<file path="config.mk">
export PLATFORM = sky130hd
export DESIGN_NAME = first_fit_heap_allocator_flat
export DESIGN_NICKNAME = d
export VERILOG_FILES = /design/src/sv/ffha_pkg.sv /design/src/sv/ffha_if.sv /design/src/sv/ffha_seg_mem.sv /design/src/sv/first_fit_heap_allocator.sv /design/src/flat_wrapper.sv
export SDC_FILE = /design/constraint.sdc
export NUM_CORES = 2
export LEC_CHECK = 0
export BUFFER_PORTS_ARGS = -buffer_cell sky130_fd_sc_hd__buf_2
export CAP_MARGIN = 20
export CORE_MARGIN = 2
export CORE_UTILIZATION = 40
export CTS_CLUSTER_SIZE = 40
export DETAILED_ROUTE_END_ITERATION = 12
export PLACE_DENSITY = 0.65
export RECOVER_POWER = 25
export REMOVE_ABC_BUFFERS = 1
export SKIP_CTS_REPAIR_TIMING = 1
export SLEW_MARGIN = 10
export SYNTH_ARGS = -nofsm -noshare
export SYNTH_HDL_FRONTEND = slang
export SYNTH_HIERARCHICAL = 1
export SYNTH_SLANG_ARGS = --single-unit
</file>
<file path="constraint.sdc">
create_clock -name clk -period 7.2 [get_ports clk]
set_input_delay 0.72 -clock clk [delete_from_list [all_inputs] [get_ports clk]]
set_output_delay 0.72 -clock clk [all_outputs]
set_load 0.1 [all_outputs]
</file>
<file path="src/sv/ffha_pkg.sv">
// Package for the first-fit heap allocator: status codes, function codes and defaults.
// No dependencies.
`timescale 1ns / 1ps
package ffha_pkg;
  localparam int MaxSegmentsDef = 64;
  localparam int HeaderBytesDef = 32;
  localparam int HeapBytesDef = 65536;
  localparam int MinRemainder = 4;

  localparam logic [1:0] ST_OK      = 2'd0;
  localparam logic [1:0] ST_ZERO    = 2'd1;
  localparam logic [1:0] ST_NOSPACE = 2'd2;
  localparam logic [1:0] ST_BADFREE = 2'd3;

  localparam logic FUNC_ALLOC = 1'b0;
  localparam logic FUNC_FREE  = 1'b1;
endpackage

</file>
<file path="src/sv/ffha_if.sv">
// Valid/ready channel interfaces for the allocator request and response.
// Depends on nothing.
`timescale 1ns / 1ps
interface ffha_req_if;
  logic valid;
  logic ready;
  logic func;
  logic [15:0] elem_count;
  logic [15:0] elem_bytes;
  logic [15:0] free_addr;
  modport source (output valid, func, elem_count, elem_bytes, free_addr, input ready);
  modport sink (input valid, func, elem_count, elem_bytes, free_addr, output ready);
endinterface

interface ffha_rsp_if;
  logic valid;
  logic ready;
  logic [15:0] addr;
  logic [1:0] status;
  modport source (output valid, addr, status, input ready);
  modport sink (input valid, addr, status, output ready);
endinterface

</file>
<file path="src/sv/ffha_seg_mem.sv">
// Segment table memory: start, payload bytes and free flag per entry.
// One write port, one registered read port. Uses ffha_pkg.
`timescale 1ns / 1ps
module ffha_seg_mem
  import ffha_pkg::*;
#(
  parameter int MAX_SEGMENTS = MaxSegmentsDef,
  localparam int AW = $clog2(MAX_SEGMENTS)
) (
  input  logic          clk,
  input  logic          we,
  input  logic [AW-1:0] waddr,
  input  logic [33:0]   wdata,
  input  logic [AW-1:0] raddr,
  output logic [33:0]   rdata
);
  logic [33:0] mem [MAX_SEGMENTS];

  always_ff @(posedge clk) begin
    if (we) begin
      mem[waddr] <= wdata;
    end
    rdata <= mem[raddr];
  end
endmodule

</file>
<file path="src/sv/first_fit_heap_allocator.sv">
// First-fit heap allocator over an address-ordered segment table in one memory.
// A request runs through the table search, then shifts the later entries when an
// allocation splits a free segment or a free merges neighbours, then gives its
// response beat.
// One request at a time: the next is taken the cycle after the response beat leaves.
// Reset (rst, synchronous) empties the table and sets heap_limit to 65536.
`timescale 1ns / 1ps
module first_fit_heap_allocator
  import ffha_pkg::*;
#(
  parameter int MAX_SEGMENTS = MaxSegmentsDef,
  parameter int HEADER_BYTES = HeaderBytesDef,
  parameter int HEAP_BYTES   = HeapBytesDef
) (
  input  logic        clk,
  input  logic        rst,
  input  logic        cfg_we,
  input  logic [16:0] cfg_wdata,
  ffha_req_if.sink    req,
  ffha_rsp_if.source  rsp
);
  localparam int AW = $clog2(MAX_SEGMENTS);
  localparam int CW = AW + 1;
  localparam logic [CW-1:0] MaxCnt = CW'(MAX_SEGMENTS);
  localparam logic [17:0] Hdr = 18'(HEADER_BYTES);
  localparam logic [17:0] HeapCap = (HEAP_BYTES > 65536) ? 18'd65536 : 18'(HEAP_BYTES);

  // Sequencer codes. Each table entry packs {free, bytes[16:0], start[15:0]}.
  localparam logic [3:0] S_IDLE   = 4'd0;
  localparam logic [3:0] S_MUL    = 4'd1;
  localparam logic [3:0] S_CHECK  = 4'd2;
  localparam logic [3:0] S_SRCH   = 4'd3;  // read issued, data next cycle
  localparam logic [3:0] S_EVAL   = 4'd4;
  localparam logic [3:0] S_SHR    = 4'd5;  // shift right: read k-1
  localparam logic [3:0] S_SHRW   = 4'd6;  // wait for the read data
  localparam logic [3:0] S_SHL    = 4'd7;  // shift left: read the entry that moves to k
  localparam logic [3:0] S_SHLW   = 4'd8;  // write k
  localparam logic [3:0] S_FNEXT  = 4'd9;  // free: read next neighbour
  localparam logic [3:0] S_FPREV  = 4'd10; // free: evaluate next, read previous
  localparam logic [3:0] S_FDEC   = 4'd11; // free: decide merges
  localparam logic [3:0] S_RESP   = 4'd12;
  localparam logic [3:0] S_SHRD   = 4'd13; // shift right: write k

  logic [3:0]    state;
  logic [16:0]   heap_limit;
  logic [CW-1:0] seg_count;
  logic [17:0]   heap_top;

  // Request latch.
  logic          op;
  logic [15:0]   cnt_q, bytes_q, fa_q;
  logic [31:0]   total;
  logic [17:0]   need;

  // Search and shift pointers.
  logic [CW-1:0] idx;
  logic [CW-1:0] k;
  logic [CW-1:0] stop;

  // Held entries and the pending write once the shift is done.
  logic [33:0]   hit_e, nxt_e;
  logic          fix_we;
  logic [AW-1:0] fix_addr;
  logic [33:0]   fix_data;
  logic [AW-1:0] fix2_addr;
  logic [33:0]   fix2_data;

  logic [15:0]   out_addr;
  logic [1:0]    out_status;

  // Memory port.
  logic          m_we;
  logic [AW-1:0] m_waddr, m_raddr;
  logic [33:0]   m_wdata, m_rdata;

  ffha_seg_mem #(.MAX_SEGMENTS(MAX_SEGMENTS)) u_mem (
    .clk, .we(m_we), .waddr(m_waddr), .wdata(m_wdata), .raddr(m_raddr), .rdata(m_rdata)
  );

  // The effective bound is the least of heap_limit and the heap size.
  logic [17:0] lim;
  assign lim = ({1'b0, heap_limit} < HeapCap) ? {1'b0, heap_limit} : HeapCap;

  // Product rounded up to 4; only meaningful once the product is within the bound.
  logic [17:0] need_c;
  assign need_c = ((total[17:0] - 18'd1) & ~18'd3) + 18'd4;

  logic        r_free;
  logic [16:0] r_bytes;
  logic [15:0] r_start;
  assign {r_free, r_bytes, r_start} = m_rdata;

  logic [17:0] rest;
  assign rest = {1'b0, r_bytes} - need;

  assign req.ready = (state == S_IDLE) && !rsp.valid;
  assign rsp.addr = out_addr;
  assign rsp.status = out_status;

  always_ff @(posedge clk) begin
    if (rst) begin
      m_we <= 1'b0;
      state <= S_IDLE;
      heap_limit <= 17'd65536;
      seg_count <= '0;
      heap_top <= '0;
      rsp.valid <= 1'b0;
    end else begin
      if (cfg_we) begin
        heap_limit <= cfg_wdata;
      end
      if (rsp.valid && rsp.ready) begin
        rsp.valid <= 1'b0;
      end
      unique case (state)
        S_IDLE: begin
          m_we <= 1'b0;
          if (req.valid && req.ready) begin
            op <= req.func;
            cnt_q <= req.elem_count;
            bytes_q <= req.elem_bytes;
            fa_q <= req.free_addr;
            state <= S_MUL;
          end
        end
        S_MUL: begin
          m_we <= 1'b0;
          total <= {16'd0, cnt_q} * {16'd0, bytes_q};
          state <= S_CHECK;
        end
        S_CHECK: begin
          // A product above the bound fails before its rounding is looked at.
          m_we <= 1'b0;
          idx <= '0;
          out_addr <= '0;
          fix_we <= 1'b0;
          m_raddr <= '0;
          if (op == FUNC_ALLOC) begin
            if (total == 32'd0) begin
              out_status <= ST_ZERO;
              state <= S_RESP;
            end else if (total > {14'd0, lim} || need_c > lim) begin
              out_status <= ST_NOSPACE;
              state <= S_RESP;
            end else begin
              need <= need_c;
              state <= (seg_count == '0) ? S_EVAL : S_SRCH;
            end
          end else if (fa_q == 16'd0) begin
            out_status <= ST_OK;
            state <= S_RESP;
          end else begin
            state <= (seg_count == '0) ? S_EVAL : S_SRCH;
          end
        end
        S_SRCH: begin
          m_we <= 1'b0;
          state <= S_EVAL;
        end
        S_EVAL: begin
          if (idx == seg_count) begin
            // Search ran off the end.
            if (op == FUNC_FREE) begin
              m_we <= 1'b0;
              out_status <= ST_BADFREE;
              state <= S_RESP;
            end else if (seg_count >= MaxCnt ||
                         heap_top + Hdr + need > lim) begin
              m_we <= 1'b0;
              out_status <= ST_NOSPACE;
              state <= S_RESP;
            end else begin
              m_we <= 1'b1;
              m_waddr <= idx[AW-1:0];
              m_wdata <= {1'b0, need[16:0], heap_top[15:0]};
              seg_count <= seg_count + 1'b1;
              heap_top <= heap_top + Hdr + need;
              out_addr <= heap_top[15:0] + Hdr[15:0];
              out_status <= ST_OK;
              state <= S_RESP;
            end
          end else if (op == FUNC_ALLOC && r_free && {1'b0, r_bytes} >= need) begin
            out_addr <= r_start + Hdr[15:0];
            out_status <= ST_OK;
            if (rest >= Hdr + 18'(MinRemainder) && seg_count < MaxCnt) begin
              // Split: open slot idx+1, then write both halves.
              m_we <= 1'b0;
              fix_we <= 1'b1;
              fix_addr <= idx[AW-1:0];
              fix_data <= {1'b0, need[16:0], r_start};
              fix2_addr <= AW'(idx + 1'b1);
              fix2_data <= {1'b1, 17'(rest - Hdr), r_start + Hdr[15:0] + need[15:0]};
              k <= seg_count;
              stop <= idx + 1'b1;
              seg_count <= seg_count + 1'b1;
              state <= S_SHR;
            end else begin
              m_we <= 1'b1;
              m_waddr <= idx[AW-1:0];
              m_wdata <= {1'b0, r_bytes, r_start};
              state <= S_RESP;
            end
          end else if (op == FUNC_FREE && !r_free &&
                       {2'b0, r_start} + Hdr == {2'b0, fa_q}) begin
            m_we <= 1'b0;
            hit_e <= {1'b1, r_bytes, r_start};
            out_status <= ST_OK;
            m_raddr <= AW'(idx + 1'b1);
            state <= S_FNEXT;
          end else begin
            m_we <= 1'b0;
            idx <= idx + 1'b1;
            m_raddr <= AW'(idx + 1'b1);
            state <= (idx + 1'b1 == seg_count) ? S_EVAL : S_SRCH;
          end
        end
        S_FNEXT: begin
          m_we <= 1'b0;
          m_raddr <= AW'(idx - 1'b1);
          state <= S_FPREV;
        end
        S_FPREV: begin
          m_we <= 1'b0;
          if (idx + 1'b1 < seg_count && r_free) begin
            nxt_e <= m_rdata;
          end else begin
            nxt_e <= '0;
          end
          state <= S_FDEC;
        end
        S_FDEC: begin : fdec
          logic          nf, pf;
          logic [33:0]   cur;
          logic [CW-1:0] h, cnt;
          nf = nxt_e[33];
          pf = (idx != '0) && r_free;
          cur = hit_e;
          cnt = seg_count;
          h = idx;
          if (nf) begin
            cur[32:16] = cur[32:16] + nxt_e[32:16] + Hdr[16:0];
            cnt = cnt - 1'b1;
          end
          if (pf) begin
            cur = {1'b1, r_bytes + cur[32:16] + Hdr[16:0], r_start};
            cnt = cnt - 1'b1;
            h = idx - 1'b1;
          end
          m_we <= 1'b0;
          fix_addr <= h[AW-1:0];
          fix_data <= cur;
          if (h + 1'b1 == cnt) begin
            // Trailing free segment goes back to the heap top.
            heap_top <= {2'b0, cur[15:0]};
            seg_count <= cnt - 1'b1;
            state <= S_RESP;
          end else begin
            fix_we <= 1'b1;
            seg_count <= cnt;
            // Close up removed slots: entries from idx+1+nf move down by (nf+pf).
            stop <= cnt;
            idx <= h + 1'b1 + CW'(nf) + CW'(pf);
            if (nf || pf) begin
              k <= h + 1'b1;
              m_raddr <= AW'(h + 1'b1 + CW'(nf) + CW'(pf));
              state <= S_SHL;
            end else begin
              k <= cnt;
              state <= S_SHLW;
            end
          end
        end
        S_SHR: begin
          if (k == stop) begin
            m_we <= 1'b1;
            if (fix_we) begin
              m_waddr <= fix_addr;
              m_wdata <= fix_data;
              fix_we <= 1'b0;
            end else begin
              m_waddr <= fix2_addr;
              m_wdata <= fix2_data;
              state <= S_RESP;
            end
          end else begin
            m_we <= 1'b0;
            m_raddr <= AW'(k - 1'b1);
            state <= S_SHRW;
          end
        end
        S_SHRW: begin
          // The read addressed in S_SHR is in the memory now; its data is used in S_SHRD.
          m_we <= 1'b0;
          state <= S_SHRD;
        end
        S_SHRD: begin
          m_we <= 1'b1;
          m_waddr <= k[AW-1:0];
          m_wdata <= m_rdata;
          k <= k - 1'b1;
          state <= S_SHR;
        end
        S_SHL: begin
          m_we <= 1'b0;
          state <= S_SHLW;
        end
        S_SHLW: begin
          if (k >= stop) begin
            m_we <= fix_we;
            m_waddr <= fix_addr;
            m_wdata <= fix_data;
            state <= S_RESP;
          end else begin
            m_we <= 1'b1;
            m_waddr <= k[AW-1:0];
            m_wdata <= m_rdata;
            k <= k + 1'b1;
            idx <= idx + 1'b1;
            m_raddr <= AW'(idx + 1'b1);
            state <= S_SHL;
          end
        end
        S_RESP: begin
          m_we <= 1'b0;
          rsp.valid <= 1'b1;
          state <= S_IDLE;
        end
        default: begin
          m_we <= 1'b0;
          state <= S_IDLE;
        end
      endcase
    end
  end

`ifndef SYNTHESIS
  // A response beat never carries an address with a failure status.
  a_fail_zero: assert property (@(posedge clk) disable iff (rst)
    rsp.valid && rsp.status != ST_OK |-> rsp.addr == 16'd0)
    else $error("failed request returned an address");
  // The table never holds more than its capacity.
  a_cnt: assert property (@(posedge clk) disable iff (rst) seg_count <= MaxCnt)
    else $error("segment count overflow");
  // The heap top never passes the hard heap size.
  a_top: assert property (@(posedge clk) disable iff (rst) heap_top <= 18'd65536)
    else $error("heap top beyond heap");
`endif
endmodule
</file>
<file path="src/flat_wrapper.sv">
// flat-port wrapper written by rule: the top's interface ports become plain ports
module first_fit_heap_allocator_flat import ffha_pkg::*;
#(
  parameter int MAX_SEGMENTS = MaxSegmentsDef,
  parameter int HEADER_BYTES = HeaderBytesDef,
  parameter int HEAP_BYTES   = HeapBytesDef
)
  (clk, rst, cfg_we, cfg_wdata, req_valid, req_func, req_elem_count, req_elem_bytes, req_free_addr, req_ready, rsp_valid, rsp_addr, rsp_status, rsp_ready);
  ffha_req_if req_i ();
  ffha_rsp_if rsp_i ();
  input  logic clk;
  input  logic rst;
  input  logic cfg_we;
  input  logic [16:0] cfg_wdata;
  input wire logic [$bits(req_i.valid)-1:0] req_valid;
  input wire logic [$bits(req_i.func)-1:0] req_func;
  input wire logic [$bits(req_i.elem_count)-1:0] req_elem_count;
  input wire logic [$bits(req_i.elem_bytes)-1:0] req_elem_bytes;
  input wire logic [$bits(req_i.free_addr)-1:0] req_free_addr;
  output wire logic [$bits(req_i.ready)-1:0] req_ready;
  output wire logic [$bits(rsp_i.valid)-1:0] rsp_valid;
  output wire logic [$bits(rsp_i.addr)-1:0] rsp_addr;
  output wire logic [$bits(rsp_i.status)-1:0] rsp_status;
  input wire logic [$bits(rsp_i.ready)-1:0] rsp_ready;
  assign req_i.valid = req_valid;
  assign req_i.func = req_func;
  assign req_i.elem_count = req_elem_count;
  assign req_i.elem_bytes = req_elem_bytes;
  assign req_i.free_addr = req_free_addr;
  assign req_ready = req_i.ready;
  assign rsp_valid = rsp_i.valid;
  assign rsp_addr = rsp_i.addr;
  assign rsp_status = rsp_i.status;
  assign rsp_i.ready = rsp_ready;
  first_fit_heap_allocator #(.MAX_SEGMENTS(MAX_SEGMENTS), .HEADER_BYTES(HEADER_BYTES), .HEAP_BYTES(HEAP_BYTES)) u_core (.clk(clk), .rst(rst), .cfg_we(cfg_we), .cfg_wdata(cfg_wdata), .req(req_i), .rsp(rsp_i));
endmodule
</file>
# == After elaboration in Yosys (flattened, before gate mapping) ==
# Memories as Yosys holds them, arrays and structs flattened. A register that Yosys moved wholly into a read port is not among the register bits.
# Index checks and enable logic that the tools add are counted.
# word_totals
register_bits,379
output_inout_bits,20
mem_count,1
inputBits,71
ram_bits,2176
wordCells,285
# op_classes
reduce_logical,46
n_bitwise,6
n_eq_ne,42
addsub,25
n_mul,1
n_lt_le_gt_ge,10
n_mux,127
# memory_table
name,words,width,rd,rd_clocked_by_memory_dff,write_ports,line,source
u_core.u_mem.mem,64,34,1,1,1,ffha_seg_mem.sv:17,logic [33:0] mem [MAX_SEGMENTS];
# op_table
cell,count
$mux W34,11
$mux W7,30
$pmux W34 S4,1
$mux W6,17
$mux W18,4
$mux W17,4
$pmux W34 S2,1
$mux W16,4
$mux W4,14
$pmux W7 S4,2
$pmux W4 S13,1
$reduce_and A5 Y1,8
$gt A18 B18 Y1,2
$pmux W18 S2,1
$pmux W6 S6,1
$sub A7 B1 Y7 const B,5
$add A17 B17 Y17,2
$add A17 B6 Y17 const B,2
$mux W33,1
$add A16 B6 Y16 const B,2
$gt A32 B18 Y1,1
$logic_not A32 Y1,1
$mul A16 B16 Y32,1
$pmux W16 S2,1
53 further kinds,140

# == Depth between registers and ports, before layout ==
# logic_depth
word_depth,11
depth_mapped,25
mapped_depth_nobuf,24

# == By module ==
# Netlist, hierarchy kept.
# modules_own_cells
mod,seq_area_each_um2,cells_each,instances,area_per_inst_um2
ffha_seg_mem,66023.3,3767,1,83681.5
first_fit_heap_allocator,10359.9,3256,1,31610.3

# == Worst setup path before layout ==
# OpenSTA, ideal clock, no wires.
# synth_path
path_type,register -> register
startpoint,reg u_core.need[4]
endpoint,reg u_core.m_waddr[0] (enable)
t_required_ns,6.713
arrival_ns,6.621
setup_time_ns,0.487
path_stages_with_launch,19
path_buffers,1
synth_period_minus_slack_ns,7.108
slack_ns,0.092
path_cell_list,edfxtp_1 -> ha_1 -> ha_1 -> a211oi_1 -> o21bai_1 -> a31o_2 -> a311o_1 -> a21o_1 -> a21oi_1 -> o21ai_0 -> xor2_1 -> ha_1 -> a2111oi_0 -> o21ai_0 -> o21ai_0 -> nor4bb_1 -> clkbuf_1 -> a21oi_1 -> nor3_1
# synth_via
elab_chain_len,5
elab_cells_between_ends,12
cone_classes,2 x add/sub; 3 x order compare; 3 x eq/ne; 4 x reduce/logical
# synth_rtl
item,line,source
from (decl),first_fit_heap_allocator.sv:53,logic [17:0] need;
from (signal assigned),first_fit_heap_allocator.sv:146,need <= need_c;
$sub A17 B18 Y18 or $add A18 B18 Y18 (tied branches),"first_fit_heap_allocator.sv:94, first_fit_heap_allocator.sv:168",
$ge A18 B6 Y1 or $gt A18 B18 Y1 (tied branches),"first_fit_heap_allocator.sv:185, first_fit_heap_allocator.sv:168",
$logic_and A1 B1 Y1 or $logic_or A1 B1 Y1 (tied branches),"first_fit_heap_allocator.sv:185, first_fit_heap_allocator.sv:167",
$ne A3 B2 Y1 (no source line) or $ne A3 B3 Y1 (tied branches),-,
$reduce_and A7 Y1 (no source line) *,-,
to (signal assigned),first_fit_heap_allocator.sv:174,m_waddr <= idx[AW-1:0];
to (signal assigned),first_fit_heap_allocator.sv:199,m_waddr <= idx[AW-1:0];
to (signal assigned),first_fit_heap_allocator.sv:277,m_waddr <= fix_addr;
to (decl),first_fit_heap_allocator.sv:73,"logic [AW-1:0] m_waddr, m_raddr;"
# Every way passes the cells marked *; elsewhere a longest branch is shown, timed or not.
# A chain may end at the register's enable or synchronous reset.

# == Final worst setup path ==
# layout_path
startpoint,reg u_core.cnt_q[7]
endpoint,"reg u_core.total[31], data pin"
# layout_via
elab_chain_len,1
# layout_rtl
item,line,source
from (decl),first_fit_heap_allocator.sv:51,"logic [15:0] cnt_q, bytes_q, fa_q;"
from (signal assigned),first_fit_heap_allocator.sv:120,cnt_q <= req.elem_count;
$mul A16 B16 Y32,first_fit_heap_allocator.sv:128,"total <= {16'd0, cnt_q} * {16'd0, bytes_q};"
to (signal assigned),first_fit_heap_allocator.sv:128,
to (decl),first_fit_heap_allocator.sv:52,logic [31:0] total;
# Every way passes these cells.

==> out/metrics.csv <==
metric,value,unit
outcome,finished with violations,
violations,"max-capacitance violations, max-slew violations",
cp-start-kind,flop,
die_w,541,um
final_max_slew_viol_count,1940,
ys_ff_latch,2571,
die_h,541,um
cp-startpoint,u_core/cnt_q[7]$_DFFE_PP_,
io-pin-count,91,
reg2reg_slack,360,ps
nFillCells,24500,
ff_latch_area,76400,um^2
via_per_inst,5.92,
gp_congestion,0.885,
ys_seq_area_share,66.3,%
ys.flop_type,edfxtp_1,
power.leakage,0.0437,uW
coreArea,287000,um^2
antenna_found_initial,27,
synth_area_per_cell,16.4,um^2
hold_class,in -> reg,
hold_depth,1,
hp-start,req_elem_bytes[4],
maxClockFrequency,146,MHz
crit_path_max_fanout,10,
initial_core_util,40.1,%
syn_area,115000,um^2
rsz0062_at_grt,no,
die_area,293000,um^2
clockBufferDepth,4,
vias,66600,
drtPass1Iterations,6,
drt_iter0_drc,9162,
worstSkewPairLatency,880,ps
totalWireLength,326000,um
critPathKind,reg -> reg,
peakVddDrop,0.00112,V
h-tree-depth,5,
syn_to_final_growth,12.3,%
power_density,414,nW/um^2
place_hpwl,200000,um
placed_area,121000,um^2
post_drt_wl_per_cell,29.0,um
yosysWarnings,6,
finalHoldViolations,0,
critPathCapture,u_core/total[31]$_DFFE_PP_,
relSlewSlack,-144,%
cts_sinks,2571,
cp-end-kind,flop,
cts-root-buf,clkbuf_16,
fin_util,45.1,%
cts-buffers-inserted,267,
grt_max_degree,101,
period_minus_slack,6840,ps
reg2reg_to,u_core/total[31]$_DFFE_PP_,
worst_hold_slack,98.1,ps
synthCells,7023,
maxCapViolCount,30,
cts_tree,done,
clk_pin_slew,60,ps
clock_skew,99.9,ps
reg2reg_depth,25,
ant_nets,0,
ys_async_sr_fraction,0,%
synth_edf_count,2489,
grt_usage,21.9,%
tightest_slew,3660,ps
setup_viol,0,
fin_nets,7822,
drc,0,
grt_pass1_vias,66000,
worstPathArrival,7370,ps
regToRegStartpoint,u_core/cnt_q[7]$_DFFE_PP_,
ys_types,104,
drive_gt1_share,17.4,%
grt_pass1_wl,467000,um
multiInputGateArea,36500,um^2
rows,197,
worstPathRequired,7730,ps
fin_ws,361,ps
io_buffers,90,
dp_slack,267,ps
period_share,95.0,%
overflow,0,
final_area,130000,um^2
-- routing by layer --
metal,share of wire [%],vias up,track usage [%]
met5,0.0083,-,0
met3,9.4,602,3.66
met1,39,34700,30.0
li1,-,27800,-
met2,47,3412,35.0
met4,4.3,4,8.17
-- synth_stat cells, drive strengths merged (76+ instances only) --
| library cell | instances | area share (%) |
|---|---|---|
| nand3 | 134 | 0.58 |
| fa | 199 | 3.5 |
| a21oi | 194 | 0.85 |
| nand4 | 76 | 0.42 |
| mux4 | 477 | 9.3 |
| xnor2 | 139 | 1.1 |
| and2 | 114 | 0.62 |
| buf | 160 | 0.86 |
| a22oi | 84 | 0.55 |
| edfxtp | 2489 | 65 |
| nor3 | 80 | 0.37 |
| clkbuf | 197 | 0.64 |
| nand2 | 483 | 1.6 |
| mux2i | 182 | 1.6 |
| ha | 301 | 3.3 |
| dfxtp | 82 | 1.4 |
| nor2 | 304 | 0.99 |
| o21ai | 136 | 0.60 |
| inv | 343 | 1.1 |
| o22ai | 85 | 0.47 |
-- critical path, stage by stage (launching register included) --
cell,delay [ps]
edfxtp_1,560
buf_4,240
and2_1,150
fa_1,540
inv_1,60
fa_1,460
inv_1,60
ha_1,130
inv_1,40
fa_1,470
inv_1,50
fa_1,530
inv_1,50
fa_1,470
inv_1,40
ha_1,310
o21ai_0,90
nand2b_1,120
a21oi_1,90
o31ai_1,630
o2111ai_1,320
a211oi_1,350
nor3_1,120
o41ai_1,390
a21oi_1,130
xnor2_1,140
-- sequential cells by signal, indices dropped and copies added, names as in the netlist, 6 cells and up --
name,cells
u_core/fix2_addr,6
u_core/fa_q,16
u_core/stop,7
u_core/fix_addr,6
u_core/k,7
u_core/idx,7
u_core/rsp.addr,16
u_core/nxt_e,18
u_core/fix_data,34
u_core/fix2_data,33
u_core/u_mem/mem,2176
u_core/hit_e,33
u_core/heap_top,18
u_core/heap_limit,17
u_core/cnt_q,16
u_core/m_wdata,34
u_core/bytes_q,16
u_core/need,16
u_core/u_mem/rdata,34
u_core/total,32
u_core/m_waddr,6
u_core/m_raddr,6
u_core/seg_count,7
-- where the power goes --
| group | internal (uW) | switching (uW) | total (uW) |
|---|---|---|---|
| clock | 7800 | 5720 | 13500 |
| combinational | 8290 | 13000 | 21300 |
| sequential | 18200 | 648 | 18800 |
| total | 34300 | 19400 | 53600 |
-- final cells by class --
cell class	instances	area share, %
antenna	6	0.0116
timing repair buffer	316	1.67
inverter	348	1.01
multi-input combinational	3747	28.2
sequential	2571	59.0
clock inverter	132	0.972
clock buffer	339	5.54
tap	3781	3.65
-- through the flow --
step	cells	total power [uW]	TNS, ps
3_3_place_gp	10800	39900	0
5_1_grt	11200	56600	0
3_5_place_dp	10800	40100	0
2_1_floorplan	6666	35100	-594210
4_1_cts	11200	53700	0
6_report	11200	53600	0
-- kinds of logic (layout without fill, tap and decap cells) --
logic type                 after synthesis  after routing  share of synthesized area (%)
buffers and inverters                  705           1135                           2.64
muxes                                  709            709                           11.4
AOI/OAI and AO/OA                      914            914                           5.50
adders and majority gates              500            500                           6.72
and+or+nand+nor                       1420           1420                           5.93
xor gates and xnor gates               204            204                           1.57
DFF                                   2571           2571                           66.3
other                                    0              6                              0
-- how the worst min path moves through the flow --
stage	slack [ps]	end
6_report	100	u_core/bytes_q[4]$_DFFE_PP_
4_1_cts	40	u_core/bytes_q[4]$_DFFE_PP_
3_5_place_dp	490	u_core/heap_top[17]$_SDFFE_PP0P_
2_1_floorplan	460	u_core/hit_e[21]$_DFFE_PP_
5_1_grt	60	u_core/bytes_q[0]$_DFFE_PP_
3_3_place_gp	480	u_core/heap_limit[11]$_SDFFE_PP0P_
-- cell usage in the layout, fill, tap and decap left out, types with 49 or more instances in the layout --
| cell | count |
|---|---|
| clkbuf_1 | 121 |
| clkinv_1 | 49 |
| o221ai_1 | 66 |
| nand3_1 | 132 |
| o21ai_0 | 134 |
| buf_2 | 61 |
| nor2_1 | 238 |
| nor2_4 | 63 |
| mux4_2 | 477 |
| clkbuf_16 | 275 |
| and2_1 | 112 |
| o22ai_1 | 84 |
| xnor2_1 | 138 |
| xor2_1 | 63 |
| nand2_1 | 483 |
| buf_4 | 178 |
| fa_1 | 199 |
| inv_1 | 340 |
| ha_1 | 301 |
| a22oi_1 | 84 |
| mux2_2 | 49 |
| dfxtp_1 | 82 |
| nand4_1 | 75 |
| edfxtp_1 | 2489 |
| mux2i_1 | 181 |
| nor3_1 | 67 |
| a21oi_1 | 192 |
No activity file was read; power rests on OpenSTA's default activity.
